**config.mk**
```make
export PLATFORM = sky130hd
export DESIGN_NAME = ffsb_ram
export DESIGN_NICKNAME = d
export VERILOG_FILES = /design/src/design/ffsb_ram.sv
export SDC_FILE = /design/constraint.sdc
export NUM_CORES = 2
export LEC_CHECK = 0
export ABC_CLOCK_PERIOD_IN_PS = 8470
export BUFFER_PORTS_ARGS = -buffer_cell sky130_fd_sc_hd__buf_2
export CAP_MARGIN = 20
export CORE_ASPECT_RATIO = 0.7
export CORE_MARGIN = 8
export CORE_UTILIZATION = 35
export DETAILED_ROUTE_END_ITERATION = 6
export GPL_TIMING_DRIVEN = 0
export HOLD_SLACK_MARGIN = 0.03
export PLACE_DENSITY = 0.53
export SYNTH_ARGS = -nofsm -noshare
export SYNTH_HDL_FRONTEND = slang
export SYNTH_SLANG_ARGS = --single-unit
```
**constraint.sdc**
```tcl
create_clock -name clk -period 8.47 [get_ports clk]
set_clock_uncertainty 0.1 [all_clocks]
set_input_delay 1.694 -clock clk [delete_from_list [all_inputs] [get_ports clk]]
set_output_delay 1.694 -clock clk [all_outputs]
set_load 0.1 [all_outputs]
```
**src/design/ffsb_ram.sv**
```systemverilog
module ffsb_ram #(
  parameter int WIDTH = 64,
  parameter int DEPTH = 64
) (
  input  logic                     clk,
  input  logic                     we,
  input  logic [$clog2(DEPTH)-1:0] waddr,
  input  logic [WIDTH-1:0]         wdata,
  input  logic [$clog2(DEPTH)-1:0] raddr,
  output logic [WIDTH-1:0]         rdata
);

  logic [WIDTH-1:0] mem [DEPTH];

  // One write port and one registered read port.
  always_ff @(posedge clk) begin
    if (we) begin
      mem[waddr] <= wdata;
    end
    rdata <= mem[raddr];
  end

endmodule

```
* Yosys cells after proc, flatten, opt, wreduce, memory -nomap -nowiden
Memories as Yosys holds them, arrays and structs flattened. A register that Yosys moved wholly into a read port is not among the register bits.
Cells that the tools add are included.
** Storage, ports and cells
- Latch bits :: 0
- Register bits :: 0
- Memories kept :: 1
- Bits in writable memories :: 4096
- ROM bits :: 0
- Input bits :: 78
- Output and inout bits :: 64
- Word-level logic and storage cells :: 3
** Cells by class
- $lt $le $gt $ge :: 0
- Shift operators :: 0
- Div/mod/pow operators :: 0
- Add/sub/neg operators :: 0
- Multiplexer cells :: 2
- Reductions and logical operators :: 0
- Equal/unequal tests :: 0
- Bitwise logic cells :: 0
- $mul :: 0
** Memory list
- mem :: depth 64, width 64, read ports 1, clocked after memory_dff 1, wr ports 1, RTL line 13 : logic [WIDTH-1:0] mem [DEPTH];
** Operators with widths (count)
- 2-to-1 mux 1 bit :: 2

* Longest topological paths before layout
- Word-level depth :: 2
- Gate-level depth with buffers :: 9
- Mapped depth without buffers :: 5

* Least setup slack after synthesis
OpenSTA, ideal clock, no wires.
- Path type :: in2reg
- Start point :: in waddr[3]
- End point :: mem mem[48][0] (enable)
- Data required time :: 7.806 ns
- Path slack :: 1.240 ns
- Library setup time :: 0.564 ns
- Arrival time :: 6.566 ns
- Stages :: 4
- Path through :: clkbuf_1 > nor2b_1 > nand4b_1 > nor3_1
** RTL lines
- start, declared :: RTL line 7 : input logic [$clog2(DEPTH)-1:0] waddr,
- end, declared :: RTL line 13
Straight into the memory's write port.

==> metrics.txt <==
Clock power frac=between 40% and 50%; Pwr Density=around 240 mW/mm2; I/O pin count=about 140; headroom to the max-slew limit=-0.129%; Sequential Power Share=52.4%; Placed Area=around 0.17 mm2; Nets=~7500; syn avg cell area=roughly 24 um2; worst-case reg-to-reg path depth=5; Wirelength per Cell=roughly 34 um; GPL Wtd Cong=0.824; Clock Path Buffers=4; Net Sw Frac=between 20% and 30%; htree depth=5; num rows=roughly 210; crit path DAT=around 6.2 ns; Final min period=roughly 5.4 ns; Post-Syn Nets=about 6700; crit path max fanout=10; CTS buffer count=404; vias in the first global route=about 76000; FFs w/ async S/R, synth=0%; max-capacitance violation count=1; grt total ovfl=0; via count=roughly 77000; Slew Viols, Final=2; final worst slack=around 3 ns; CTS tree=done; startpoint class of the critical path=input port; hold buffers post-CTS=0; combinational power share=under 10%; Die ar.=0.469 mm2; failing checks=capacitance limit, slew limit; number of synthesis warnings=0; post-CTS setup buffers=0; Residual DRC=0; Fmax=between 0.15 and 0.2 GHz; Max VDD drop=0.177 mV; Final Core Density=approximately two fifths; first drt pass iteration count=6; Lkg Pwr=~57 nW; DIE WIDTH=815 um; final cell count without fillers=between 10000 and 15000; crit end category=flip-flop; DP Worst Slack=1.93 ns; fraction of layout cells with a size suffix above 1=between 30 and 40%; pin count of the biggest net entering global routing=between 60 and 70; Yosys top cell by area=edfxtp_1; Clock Sinks=around 4200; Cell variety after synth=33; synthesized flop and latch total=approximately 4200; WS Path Type=input port to flip-flop; Routed Antenna Nets=0; reg-to-reg endpoint=rdata[5]; status=complete, but fails checks; crit path from=raddr[4]; Critical R2R Launch=mem[48][5]; top cell type's share of synthesized area=78.7%; Mapped Cells=around 6600; EDFF count, synth=between 4000 and 5000; Crit path required time=just over 9 ns; Post-Route WL=~470000 um; internal power=about 34 mW; Psw=~10 mW; Starting Density=35.1%; Final period util=63.5%; Syn-to-layout area delta=17.6%; Setup crit end=rdata[30]; worst-skew pair later-pin latency=1.03 ns; Fin Hold WS=between 0.8 and 0.9 ns; # setup viols final=0; Total GRT Usage=19.2%; Cells after DPL=between 10000 and 15000; 1st-iter DRT viols=approximately 12000; Die Y=~580 um; PortBufs=133; worst-margin pin slew=1.50 ns; Post-DP HPWL=approximately 320000 um; sequential area share after synthesis=approximately 79%; core area=0.445 mm2; fin area=between 0.15 and 0.2 mm2; RSZ-0062 raised after global routing=false; Post-Syn Area=between 0.15 and 0.2 mm2; Most used DFF post-synth=edfxtp_1; hold crit path type=flip-flop to flip-flop; Synth area leaders=edfxtp_1 (79%), mux4_2 (15%), mux2i_1 (0.86%); CTS clk-pin slew, worst paths=0.06 ns; flop-to-flop setup slack=5.43 ns; initial antenna violation count=76; Via density=roughly 5.6; final hold violation count=0; # resized after CTS=0; Root Driver=clkbuf_16; first-pass GRT wire length=about 630000 um
[worst min-delay path by stage]
stage,start,slack (ns),depth (start not counted),end
after floorplan,mem[30][61],0.69,4,rdata[61]
after global placement,mem[58][46],0.87,4,rdata[46]
after detailed placement,mem[56][46],0.87,4,rdata[46]
after CTS,mem[56][46],0.89,4,rdata[46]
after global routing,mem[45][48],0.89,4,rdata[48]
final,mem[56][46],0.85,4,rdata[46]
[layout make-up]
class	instances	area, um2
Antenna cell	48	120
Buffer	370	1780
Clock buffer	499	10600
Clock inverter	234	2300
Fill cell	38500	261000
Inverter	19	71.3
Multi-Input combinational cell	2049	30800
Sequential cell	4160	124000
Tap cell	5899	7380
Timing Repair Buffer	454	6520
[power by group through the flow]
stage	registers (mW)	clock network (mW)	logic, mW
final	22.8	17.9	2.83
after detailed placement	23.3	0	2.79
after floorplan	23.6	0	1.06
after CTS	22.8	18.2	2.79
after global placement	23.3	0	2.62
after global routing	22.8	18.9	2.93
[sequential cells by signal, summed over array words and instances (netlist names)]
signal  count
mem      4096
rdata      64
[logic make-up after synthesis]
| kind of cell | share of synthesized area [%] |
|---|---|
| compound gates | 2.48 |
| buf+inv | 1.18 |
| flops | 79.5 |
| mux | 15.6 |
| simple gates | 1.24 |
[critical path, cell delays in order]
cell      delay (ns)
clkbuf_1        0.58
clkbuf_1        0.74
clkbuf_1        0.80
o221ai_1        0.65
o22ai_1         1.29
and3_1          0.40
[routing by layer]
metal | up-vias | GRT usage [%] | routed length (um)
met5 | - | 0 | 121
met4 | 18 | 4.34 | 10600
met3 | 584 | 5.07 | 53300
met2 | 4169 | 27.2 | 196000
met1 | 42400 | 29.6 | 206000
li1 | 30300 | - | -
[per-stage QoR]
stage	power (mW)	TNS [ns]
final	43.5	0
after global routing	44.7	0
after CTS	43.8	0
after detailed placement	26.1	0
after global placement	25.9	-4829.21
after floorplan	24.7	0
[Yosys cell counts, types with 18 or more instances]
cell type and count:
a2bb2oi_1 19, nor2_1 112, edfxtp_1 4096, a211oi_1 63, dfxtp_1 64, nor2b_1 28, or3_1 29, a31oi_1 18
mux2i_1 135, buf_1 20, o22ai_1 83, nand2_1 58, o221ai_1 38, a22oi_1 168, inv_1 19, and3_1 64
clkbuf_1 140, buf_2 170, mux4_2 1024, a41oi_1 26, a22o_1 88, or2_2 28, nand3_1 45, buf_4 34
[cell usage in the layout, fill, tap and decap left out, types with 48 or more instances in the layout]
| cell type | Yosys | layout |
|---|---|---|
| diode_2 | 0 | 48 |
| a22o_1 | 88 | 88 |
| clkinv_2 | 0 | 67 |
| edfxtp_1 | 4096 | 4096 |
| nand2_1 | 58 | 58 |
| clkbuf_1 | 140 | 216 |
| o22ai_1 | 83 | 81 |
| dfxtp_1 | 64 | 64 |
| a22oi_1 | 168 | 168 |
| clkbuf_16 | 0 | 411 |
| buf_2 | 170 | 303 |
| nor2_1 | 112 | 49 |
| mux4_2 | 1024 | 1024 |
| clkinv_1 | 0 | 90 |
| mux2i_1 | 135 | 135 |
| a211oi_1 | 63 | 63 |
| buf_4 | 34 | 59 |
| nor2_4 | 0 | 62 |
| buf_12 | 0 | 236 |
| and3_1 | 64 | 64 |
(Power assumes the default switching activity.)
