==> src/design/ffsb_pkg.sv <==
package ffsb_pkg;

  // Device and map geometry.
  localparam int MAX_SECTORS          = 4096;
  localparam int RESERVED_MAP_SECTOR  = 0;
  localparam int RESERVED_ROOT_SECTOR = 1;
  localparam int WORD_W               = 64;
  localparam int MAP_WORDS            = (MAX_SECTORS + WORD_W - 1) / WORD_W;
  localparam int WORD_IDX_W           = $clog2(MAP_WORDS);
  localparam int BIT_IDX_W            = $clog2(WORD_W);

  // Field widths.
  localparam int SECTOR_W = 12;
  localparam int COUNT_W  = 13;
  localparam int STATUS_W = 2;

  localparam logic [COUNT_W-1:0] COUNT_RESET = COUNT_W'(4096);
  localparam logic [COUNT_W-1:0] COUNT_MAX   = COUNT_W'(MAX_SECTORS);

  // Request and status codes.
  localparam logic ACT_ALLOCATE = 1'b0;
  localparam logic ACT_RELEASE  = 1'b1;

  localparam logic [STATUS_W-1:0] STATUS_OK           = 2'd0;
  localparam logic [STATUS_W-1:0] STATUS_FULL         = 2'd1;
  localparam logic [STATUS_W-1:0] STATUS_FREE_RELEASE = 2'd2;
  localparam logic [STATUS_W-1:0] STATUS_RANGE        = 2'd3;

  // Word and bit position of the reserved sectors.
  localparam int RSV_MAP_WORD  = RESERVED_MAP_SECTOR / WORD_W;
  localparam int RSV_MAP_BIT   = RESERVED_MAP_SECTOR % WORD_W;
  localparam int RSV_ROOT_WORD = RESERVED_ROOT_SECTOR / WORD_W;
  localparam int RSV_ROOT_BIT  = RESERVED_ROOT_SECTOR % WORD_W;

  // Result of the lowest-free-bit search.
  typedef struct packed {
    logic                 found;
    logic [BIT_IDX_W-1:0] index;
  } find_t;

  // Content of a map word after reset: only the reserved sectors are used.
  function automatic logic [WORD_W-1:0] reset_word(input logic [WORD_IDX_W-1:0] idx);
    logic [WORD_W-1:0] w;
    w = '0;
    if (RESERVED_MAP_SECTOR < MAX_SECTORS && idx == WORD_IDX_W'(RSV_MAP_WORD)) begin
      w[RSV_MAP_BIT] = 1'b1;
    end
    if (RESERVED_ROOT_SECTOR < MAX_SECTORS && idx == WORD_IDX_W'(RSV_ROOT_WORD)) begin
      w[RSV_ROOT_BIT] = 1'b1;
    end
    return w;
  endfunction

endpackage

==> src/design/ffsb_find.sv <==
module ffsb_find
  import ffsb_pkg::*;
(
  input  logic [WORD_W-1:0] avail,
  output find_t             res
);

  // Lowest set bit of the free mask; the downward sweep leaves the lowest index.
  always_comb begin
    res.found = |avail;
    res.index = '0;
    for (int i = WORD_W - 1; i >= 0; i--) begin
      if (avail[i]) begin
        res.index = BIT_IDX_W'(i);
      end
    end
  end

endmodule

==> config.mk <==
export PLATFORM = sky130hd
export DESIGN_NAME = ffsb_find
export DESIGN_NICKNAME = d
export VERILOG_FILES = /design/src/design/ffsb_pkg.sv /design/src/design/ffsb_find.sv
export SDC_FILE = /design/constraint.sdc
export NUM_CORES = 1
export LEC_CHECK = 0
export ABC_AREA = 1
export BUFFER_PORTS_ARGS = -buffer_cell sky130_fd_sc_hd__buf_2
export CAP_MARGIN = 5
export CORE_MARGIN = 1
export CORE_UTILIZATION = 48
export DETAILED_ROUTE_END_ITERATION = 8
export PLACE_DENSITY_LB_ADDON = 0.05
export SYNTH_ARGS = -nofsm -noshare
export SYNTH_HDL_FRONTEND = slang
export SYNTH_SLANG_ARGS = --single-unit
export TNS_END_PERCENT = 50
==> constraint.sdc <==
create_clock -name vclk -period 6.6
set_clock_uncertainty 0.1 [all_clocks]
set_input_delay 0.33 -clock vclk [all_inputs]
set_output_delay 0.33 -clock vclk [all_outputs]
set_load 0.01 [all_outputs]
== Word level (Yosys, flattened, before mapping) ==
Index checks and enable logic that the tools add are counted.

* Reduce and logical (&&, ||, !) cells: 1
* Mux-type cells: 64

{| class="wikitable"
|+ Operators with widths
! operator !! number
|-
| $mux 6 || 64
|-
| $reduce_or 64->1 || 1
|}

* Logic and storage cells: 65
* Bits in registers: 0
* Input bits: 64

== Logic depth before layout (Yosys ltp) ==
Gate-level depths: netlist (run 1).

* Word-level depth: 64
* Mapped depth: 63
* Gate-level depth less buffers: 63

== Least setup slack after synthesis (run 1) ==
Ideal clock, no wire load.

* Path kind: input -> output
* Start point: in avail[62]
* End point: out res[0] (netlist name)
* Data required time: 6170 ps
* Slack: 3101 ps
* Arrival time: 3069 ps
* Cell stages on the path: 63
* Cell sequence: inv_1 -> nand2_1 -> nand2_1 -> nand2_1 -> nand2_1 -> nand2_1 -> nand2_1 -> nand2_1 -> nand2_1 -> nand2_1 -> nand2_1 -> nand2_1 -> nand2_1 -> nand2_1 -> nand2_1 -> nand2_1 -> nand2_1 -> nand2_1 -> [... 27 more ...] -> nand2_1 -> nand2_1 -> nand2_1 -> nand2_1 -> nand2_1 -> nand2_1 -> nand2_1 -> nand2_1 -> nand2_1 -> nand2_1 -> nand2_1 -> nand2_1 -> nand2_1 -> nand2_1 -> nand2_1 -> nand2_1 -> nand2_1 -> a21oi_2

{| class="wikitable"
|+ RTL lines
! element !! RTL line !! text
|-
| start: declaration || ffsb_find.sv:4 || <nowiki>input logic [WORD_W-1:0] avail,</nowiki>
|-
| end: declaration || ffsb_find.sv:5 || <nowiki>output find_t res</nowiki>
|}

==> flow_summary.json, run 1 <==
{
  "syn-cell-area_sq_um": 1025,
  "grt_first_pass_wirelength_microns": 3153,
  "fmax_mhz": 255.8,
  "antenna_violating_nets_post_route": 0,
  "overall_die_width_microns": 48.21,
  "min_from": "avail[0]",
  "synth_area_leader_cell": "sky130_fd_sc_hd__nand2_1",
  "grt_pass1_vias": 951,
  "vdd_drop_max_uv": 31.37,
  "grt_max_degree": 4,
  "cap_viol_max_count": 0,
  "most_frequent_cell_on_the_critical_path": "sky130_fd_sc_hd__nand2_1",
  "tightestPinTransition_ns": 0.4117,
  "dp_slack_ns": 2.641,
  "setup_ws_ns": 2.691,
  "area_growth_pct": 37.97,
  "timing.final.max_slew_violations": 0,
  "status": "complete, no violations",
  "slowest_delay_ns": 0.13,
  "vias_per_cell": 4.177,
  "finalWirelength_microns": 2149,
  "clkPwrFrac_pct": 0,
  "layout-drive-gt1-share_pct": 26.80,
  "rsz0062_at_grt": "no",
  "worst_ep_required_time_ns": 6.17,
  "startpoint": "avail[62]",
  "cell_with_the_largest_stage_delay_on_the_worst_path": "sky130_fd_sc_hd__buf_2",
  "instance_count_of_the_mapped_netlist": 235,
  "cts.repair.resized": 0,
  "dpl_wire_length_microns": 2005,
  "power_report.internal_total_mw": 0.03459,
  "cp_data_arrival_time_ns": 3.48,
  "mapped_nets": 299,
  "timing.setup.critical_path_class": "input port to output port",
  "overflow_left_after_global_routing": 0,
  "power_density_relative_to_cell_area_nw_per_um2": 45.90,
  "seq_power_share_pct": 0,
  "via_count": 1391,
  "yosysWarningCount": 0,
  "routed_wire_length_per_instance_microns": 6.453,
  "vertical_die_dimension_microns": 48.21,
  "dr.first_iter.drc_count": 15,
  "design.portCount": 71,
  "worst_hold_path_type": "input port to output port",
  "synth_largest_type_area_fraction_pct": 36.63,
  "hold_path_stages": 3,
  "sequential_cell_total": 0,
  "syn_area_per_cell_sq_um": 4.361,
  "detail_route.drc_violations": 0,
  "yosysMostFrequentCell": "sky130_fd_sc_hd__nand2_1",
  "number_of_search_and_repair_iterations_in_the_first_detailed_routing_pass": 4,
  "nNetsFinal": 372,
  "initial_utilization_pct": 51.70,
  "area_of_the_die_sq_um": 2324,
  "critPathMaxFanout": 2,
  "biggest_area_contributors_in_the_synthesized_netlist": "sky130_fd_sc_hd__nand2_1 37%, sky130_fd_sc_hd__inv_1 22%, sky130_fd_sc_hd__nor2_1 16%, sky130_fd_sc_hd__bufinv_8 12%, sky130_fd_sc_hd__nand3_1 2.9%",
  "place.gp.congestion": 0.7920,
  "p_leak_nw": 0.9995,
  "yosysUniqueCellTypes": 16,
  "crit_path_end_kind": "output port",
  "seq_area_frac_synth_pct": 0,
  "globalRouteTotalUtil_pct": 17.58,
  "switching_share_pct": 46.70,
  "timing.final.crit_share_pct": 59.22,
  "setup.worst_path.start_class": "input port",
  "diodes": 0,
  "setup_tns_ns": 0,
  "cts_setup_buffers": 0,
  "power.combinational.fraction_pct": 100.0,
  "portBuffers": 71,
  "holdBufCountCts": 0,
  "antenna_violations_before_repair": 0,
  "coreArea_sq_um": 1982,
  "report.final.setup_viol": 0,
  "net-switching-power_mw": 0.03030,
  "maxSlewHeadroom_pct": 72.30,
  "n_fill_cell": 216,
  "timing.final.crit_period_ns": 3.909,
  "ys_top_cells_by_count": "100 x sky130_fd_sc_hd__nand2_1, 59 x sky130_fd_sc_hd__inv_1, 44 x sky130_fd_sc_hd__nor2_1",
  "final-seq-area_sq_um": 0,
  "num_rows": 16,
  "num-clock-buffers": 0,
  "finalHoldViolations": 0
}
power by group through the flow:
stage | Combinational, mW | Clock (mW) | Sequential [mW]
after CTS | 0.0656 | 0 | 0
after global routing | 0.0762 | 0 | 0
after global placement | 0.0642 | 0 | 0
final | 0.0649 | 0 | 0
after detailed placement | 0.0654 | 0 | 0
after floorplan | 0.0373 | 0 | 0
per-layer routing:
layer	vias up	GRT usage (%)	wire (microns)
li1	810	-	-
met1	544	21.54	1005
met2	37	34.67	1007
met3	0	1.481	136
met4	0	0	0
met5	-	0	0
final timing paths:
kind     end  slack, ns
max   res[0]       2.69
min   res[0]       0.83
cell type report:
| class | instances | area (sq um) | share of cell area (%) |
|---|---|---|---|
| inverters | 69 | 355.3 | 25.13 |
| multi-input cells | 166 | 669.4 | 47.34 |
| well taps | 27 | 33.78 | 2.389 |
| repair buffers | 71 | 355.3 | 25.13 |
cells in the final DEF (no fill, tap or decap), types with 3 or more instances in the layout:
master                     synthesis  final
sky130_fd_sc_hd__a21oi_1           4      4
sky130_fd_sc_hd__buf_2             0     71
sky130_fd_sc_hd__bufinv_8          7      7
sky130_fd_sc_hd__inv_1            59     59
sky130_fd_sc_hd__inv_2             3      3
sky130_fd_sc_hd__nand2_1         100    100
sky130_fd_sc_hd__nand3_1           6      6
sky130_fd_sc_hd__nor2_1           44     44
worst max-delay path, delay by kind of cell:
family | cells | cell delay (ns)
AO/OA/AOI/OAI | 1 | 0.10
buffers and inverters | 3 | 0.27
AND/OR/NAND/NOR | 61 | 2.79
per-stage QoR:
step                instances  hold WS, ns  power, mW  utilization [%]  cell area, sq um
finish                    333       0.8260    0.06489            71.34              1414
global route              333       0.8508    0.07624            71.34              1414
CTS                       333       0.8267    0.06562            71.34              1414
floorplan                 235       0.5860    0.03734                -              1025
detailed placement        333       0.8262    0.06535            71.34              1414
global placement          333       0.8241    0.06421            71.34              1414
cells by family after synthesis:
kind of cell / count (synthesis) / share of synthesized area, %
and+or+nand+nor: 154 / 57.88
buffers and inverters: 69 / 34.68
AOI/OAI and AO/OA: 12 / 7.450
No activity file was read; power rests on OpenSTA's default activity.
==> run 2, diff against run 1 <==
Settings changed: ABC_AREA 1 to 0, CORE_UTILIZATION 48 to 42.
Clock period 6.6 ns to 3.8 ns, I/O delays scaled along.
==> flow_summary.json, run 2 <==
{
  "vias_per_cell": 5.868,
  "biggest_area_contributors_in_the_synthesized_netlist": "sky130_fd_sc_hd__nor4_1 11%, sky130_fd_sc_hd__nor2_1 8.0%, sky130_fd_sc_hd__nor3_1 6.8%, sky130_fd_sc_hd__a21oi_1 5.6%, sky130_fd_sc_hd__nor4_4 4.8%",
  "design.portCount": 71,
  "portBuffers": 71,
  "setup_ws_ns": 1.770,
  "p_leak_nw": 0.5282,
  "slowest_delay_ns": 0.56,
  "critical_path.n_buffers_inverters": 2,
  "dr.first_iter.drc_count": 30,
  "timing.final.crit_share_pct": 53.42,
  "yosysMostFrequentCell": "sky130_fd_sc_hd__nor2_1",
  "basic_gate_share_of_the_synthesized_area_counting_and_or_nand_and_nor_cells_pct": 59.38,
  "routed_wire_length_per_instance_microns": 11.97,
  "timing.final.max_slew_violations": 0,
  "timing.setup.critical_path_class": "input port to output port",
  "initial_utilization_pct": 44.76,
  "synth_area_leader_cell": "sky130_fd_sc_hd__nor4_1",
  "vertical_die_dimension_microns": 47.96,
  "post_synth_mux_area_share_pct": 0,
  "instance_count_of_the_mapped_netlist": 145,
  "num_rows": 16,
  "yosysUniqueCellTypes": 40,
  "nNetsFinal": 282,
  "grt_pass1_vias": 1104,
  "number_of_search_and_repair_iterations_in_the_first_detailed_routing_pass": 4,
  "mostFrequentLayoutCell": "sky130_fd_sc_hd__buf_2",
  "multi_input_gate_area_sq_um": 849.6,
  "area_of_the_die_sq_um": 2300,
  "coreArea_sq_um": 1982,
  "antenna_violating_nets_post_route": 0,
  "grt_first_pass_wirelength_microns": 4195,
  "synth_largest_type_area_fraction_pct": 11.28,
  "final_cell_mix": "71 x sky130_fd_sc_hd__buf_2, 19 x sky130_fd_sc_hd__nor2_1, 16 x sky130_fd_sc_hd__nor4_1",
  "cap_viol_max_count": 0,
  "dp_slack_ns": 1.766,
  "final-seq-area_sq_um": 0,
  "worst_hold_path_type": "input port to output port",
  "fmax_mhz": 492.6,
  "tightestPinTransition_ns": 0.5457,
  "detail_route.drc_violations": 0,
  "crit_path_cell_trace": "buf_2 -> or4_4 -> nor4_1 -> o211ai_1 -> o211ai_1 -> a21boi_1 -> buf_2",
  "n_fill_cell": 212,
  "globalRouteTotalUtil_pct": 24.58,
  "ys_top_cells_by_count": "19 x sky130_fd_sc_hd__nor2_1, 16 x sky130_fd_sc_hd__nor4_1, 12 x sky130_fd_sc_hd__nor3_1",
  "seq_area_frac_synth_pct": 0,
  "place.gp.congestion": 0.8970,
  "report.final.setup_viol": 0,
  "cp_data_arrival_time_ns": 1.74,
  "diodes": 0,
  "finalWirelength_microns": 2909,
  "cell_with_the_largest_stage_delay_on_the_worst_path": "sky130_fd_sc_hd__or4_4",
  "num-clock-buffers": 0,
  "mapped_nets": 209,
  "synth-compound-area-share_pct": 36.39,
  "kind_of_cell_adding_the_most_delay_to_the_critical_path": "simple AND/OR/NAND/NOR gates",
  "finalHoldViolations": 0,
  "setup.worst_path.start_class": "input port",
  "area_growth_pct": 43.86,
  "cts_setup_buffers": 0,
  "syn-cell-area_sq_um": 887.1,
  "layout-drive-gt1-share_pct": 36.57,
  "synth_top_family_by_area": "simple AND/OR/NAND/NOR gates",
  "syn_area_per_cell_sq_um": 6.118,
  "vdd_drop_max_uv": 52.58,
  "overflow_left_after_global_routing": 0,
  "maxSlewHeadroom_pct": 63.28,
  "sequential_cell_total": 0,
  "cts.repair.resized": 0,
  "dpl_wire_length_microns": 2592,
  "grt_max_degree": 6,
  "yosysWarningCount": 0,
  "synth_xor_area_share_pct": 0,
  "timing.final.crit_period_ns": 2.030,
  "synth_fa_ha_area_share_pct": 0,
  "status": "complete, no violations",
  "holdBufCountCts": 0,
  "rsz0062_at_grt": "no",
  "power_density_relative_to_cell_area_nw_per_um2": 78.18,
  "overall_die_width_microns": 47.96,
  "critPathMaxFanout": 4,
  "worst_ep_required_time_ns": 3.51,
  "setup_tns_ns": 0,
  "crit_path_end_kind": "output port",
  "antenna_violations_before_repair": 0,
  "via_count": 1426
}
run 2: tightest hold or removal path: cells and delay by family:
kind | cells | cell delay [ns]
AO/OA/AOI/OAI | 1 | 0.04
buffers and inverters | 2 | 0.23
AND/OR/NAND/NOR | 2 | 0.12
run 2: power breakdown:
part	switching, mW	internal, mW
clock network	0	0
logic	0.0546	0.0452
registers	0	0
total	0.0546	0.0452
run 2: per-layer routing:
metal  track usage [%]  wire (microns)  vias up
li1                  -               -      725
met1             30.11            1211      634
met2             47.30            1472       61
met3             1.132             185        6
met4             3.889              40        0
met5                 0               0        -
run 2: per-stage QoR:
step | hold WS, ns | total power, mW | cell area [sq um] | std cells | utilization, %
6_report | 0.6677 | 0.09977 | 1276 | 243 | 64.39
5_1_grt | 0.6833 | 0.1110 | 1276 | 243 | 64.39
4_1_cts | 0.6716 | 0.09900 | 1276 | 243 | 64.39
3_5_place_dp | 0.6710 | 0.09852 | 1276 | 243 | 64.39
3_3_place_gp | 0.6674 | 0.09528 | 1276 | 243 | 64.39
2_1_floorplan | 0.4193 | 0.03460 | 887.1 | 145 | -
run 2: final cells by class:
cell class / instances / share of cell area [%]
Inverter: 10 / 2.941
Multi-Input combinational cell: 135 / 66.57
Tap cell: 27 / 2.647
Timing Repair Buffer: 71 / 27.84
run 2: cell families (layout without fill, tap and decap cells):
group | after synthesis | count (layout)
and+or+nand+nor | 88 | 88
AOI/OAI and AO/OA | 47 | 47
buffers and inverters | 10 | 81
run 2: path summary, 6_finish.rpt:
check | cells past startpoint | start | end | slack [ns]
worst min-delay path | 5 | avail[1] | res[3] | 0.67
worst max-delay path | 7 | avail[15] | res[2] | 1.77
==> run 3, diff against run 2 <==
Settings changed: CORE_UTILIZATION 42 to 38.
Clock period 3.8 ns to 1.85 ns, I/O delays scaled along.
==> flow_summary.json, run 3 (synthesized netlist as in run 2, its figures left out) <==
{
  "status": "complete, no violations",
  "grt_pass1_vias": 1197,
  "area_growth_pct": 46.54,
  "cap_viol_max_count": 0,
  "totalPowerFinal_mw": 0.2061,
  "area_of_the_die_sq_um": 2532,
  "number_of_search_and_repair_iterations_in_the_first_detailed_routing_pass": 4,
  "final-seq-area_sq_um": 0,
  "setup.worst_path.start_class": "input port",
  "hold_path_stages": 5,
  "crit_path_end_kind": "output port",
  "cp_data_arrival_time_ns": 1.60,
  "portBuffers": 71,
  "setup_tns_ns": 0,
  "via_count": 1393,
  "vias_per_cell": 5.709,
  "maxSlewHeadroom_pct": 61.49,
  "diodes": 0,
  "initial_utilization_pct": 40.10,
  "coreArea_sq_um": 2212,
  "num-clock-buffers": 0,
  "routed_wire_length_per_instance_microns": 11.41,
  "min_from": "avail[1]",
  "dp_slack_ns": 0.04092,
  "setup_ws_ns": 0.05588,
  "globalRouteTotalUtil_pct": 22.12,
  "vdd_drop_max_uv": 103.7,
  "overflow_left_after_global_routing": 0,
  "multi_input_gate_area_sq_um": 872.1,
  "timing.final.crit_period_ns": 1.794,
  "holdBufCountCts": 0,
  "mostFrequentLayoutCell": "sky130_fd_sc_hd__buf_2",
  "design.portCount": 71,
  "nNetsFinal": 282,
  "worst_ep_required_time_ns": 1.66,
  "detail_route.drc_violations": 0,
  "power_density_relative_to_cell_area_nw_per_um2": 158.5,
  "critPathMaxFanout": 4,
  "startpoint": "avail[15]",
  "finalHoldViolations": 0,
  "dpl_wire_length_microns": 2482,
  "cts_setup_buffers": 0,
  "timing.setup.critical_path_class": "input port to output port",
  "n_fill_cell": 230,
  "place.gp.congestion": 0.8321,
  "vertical_die_dimension_microns": 50.32,
  "dr.first_iter.drc_count": 27,
  "report.final.setup_viol": 0,
  "sequential_cell_total": 0,
  "finalWirelength_microns": 2784,
  "grt_max_degree": 6,
  "antenna_violations_before_repair": 0,
  "antenna_violating_nets_post_route": 0,
  "cts.repair.resized": 0,
  "final_cell_mix": "71 x sky130_fd_sc_hd__buf_2, 19 x sky130_fd_sc_hd__nor2_1, 15 x sky130_fd_sc_hd__nor4_1",
  "p_leak_nw": 0.5444,
  "layout-drive-gt1-share_pct": 37.96,
  "overall_die_width_microns": 50.32,
  "fmax_mhz": 557.4,
  "tightestPinTransition_ns": 0.5724,
  "grt_first_pass_wirelength_microns": 4602,
  "timing.final.crit_share_pct": 96.98,
  "num_rows": 17,
  "hold_end": "res[3]",
  "worst_hold_path_type": "input port to output port",
  "rsz0062_at_grt": "no",
  "timing.final.max_slew_violations": 0
}
[run 3: worst max-delay path, stage by stage]
cell and delay, ns:
sky130_fd_sc_hd__buf_2 0.12, sky130_fd_sc_hd__or4_4 0.57, sky130_fd_sc_hd__nor2b_2 0.14, sky130_fd_sc_hd__nand3_1 0.11, sky130_fd_sc_hd__nor4_1 0.37, sky130_fd_sc_hd__buf_2 0.19
[run 3: area by class of cell]
| class | count | share of cell area [%] |
|---|---|---|
| multi-input cells | 135 | 67.08 |
| repair buffers | 71 | 27.33 |
| well taps | 28 | 2.695 |
| inverters | 10 | 2.887 |
[run 3: how the worst max path moves through the flow]
stage	slack (ns)	depth (start not counted)	endpoint
global route	0.005	7	res[2]
detailed placement	0.04	7	res[2]
global placement	0.12	6	res[5]
CTS	0.04	7	res[2]
floorplan	0.32	4	res[5]
finish	0.06	6	res[5]
[run 3: per-layer routing]
layer  routed length, microns  global-route usage (%)  part of all wire [%]
met1                     1238                   26.88                    44
met2                     1424                   45.11                    51
met3                      120                       0                   4.3
met4                        0                       0                     0
met5                        0                       0                     0
[run 3: where the power goes]
group	internal, mW	switching (mW)
registers	0	0
logic	0.0938	0.112
clock network	0	0
total	0.0938	0.112
[run 3: stage by stage]
step	util, %	hold WS (ns)	area, sq um	std cells
floorplan	-	0.2243	887.1	145
global placement	57.75	0.4772	1277	244
detailed placement	57.75	0.4818	1277	244
CTS	57.75	0.4841	1277	244
global route	58.77	0.5050	1300	244
finish	58.77	0.4750	1300	244
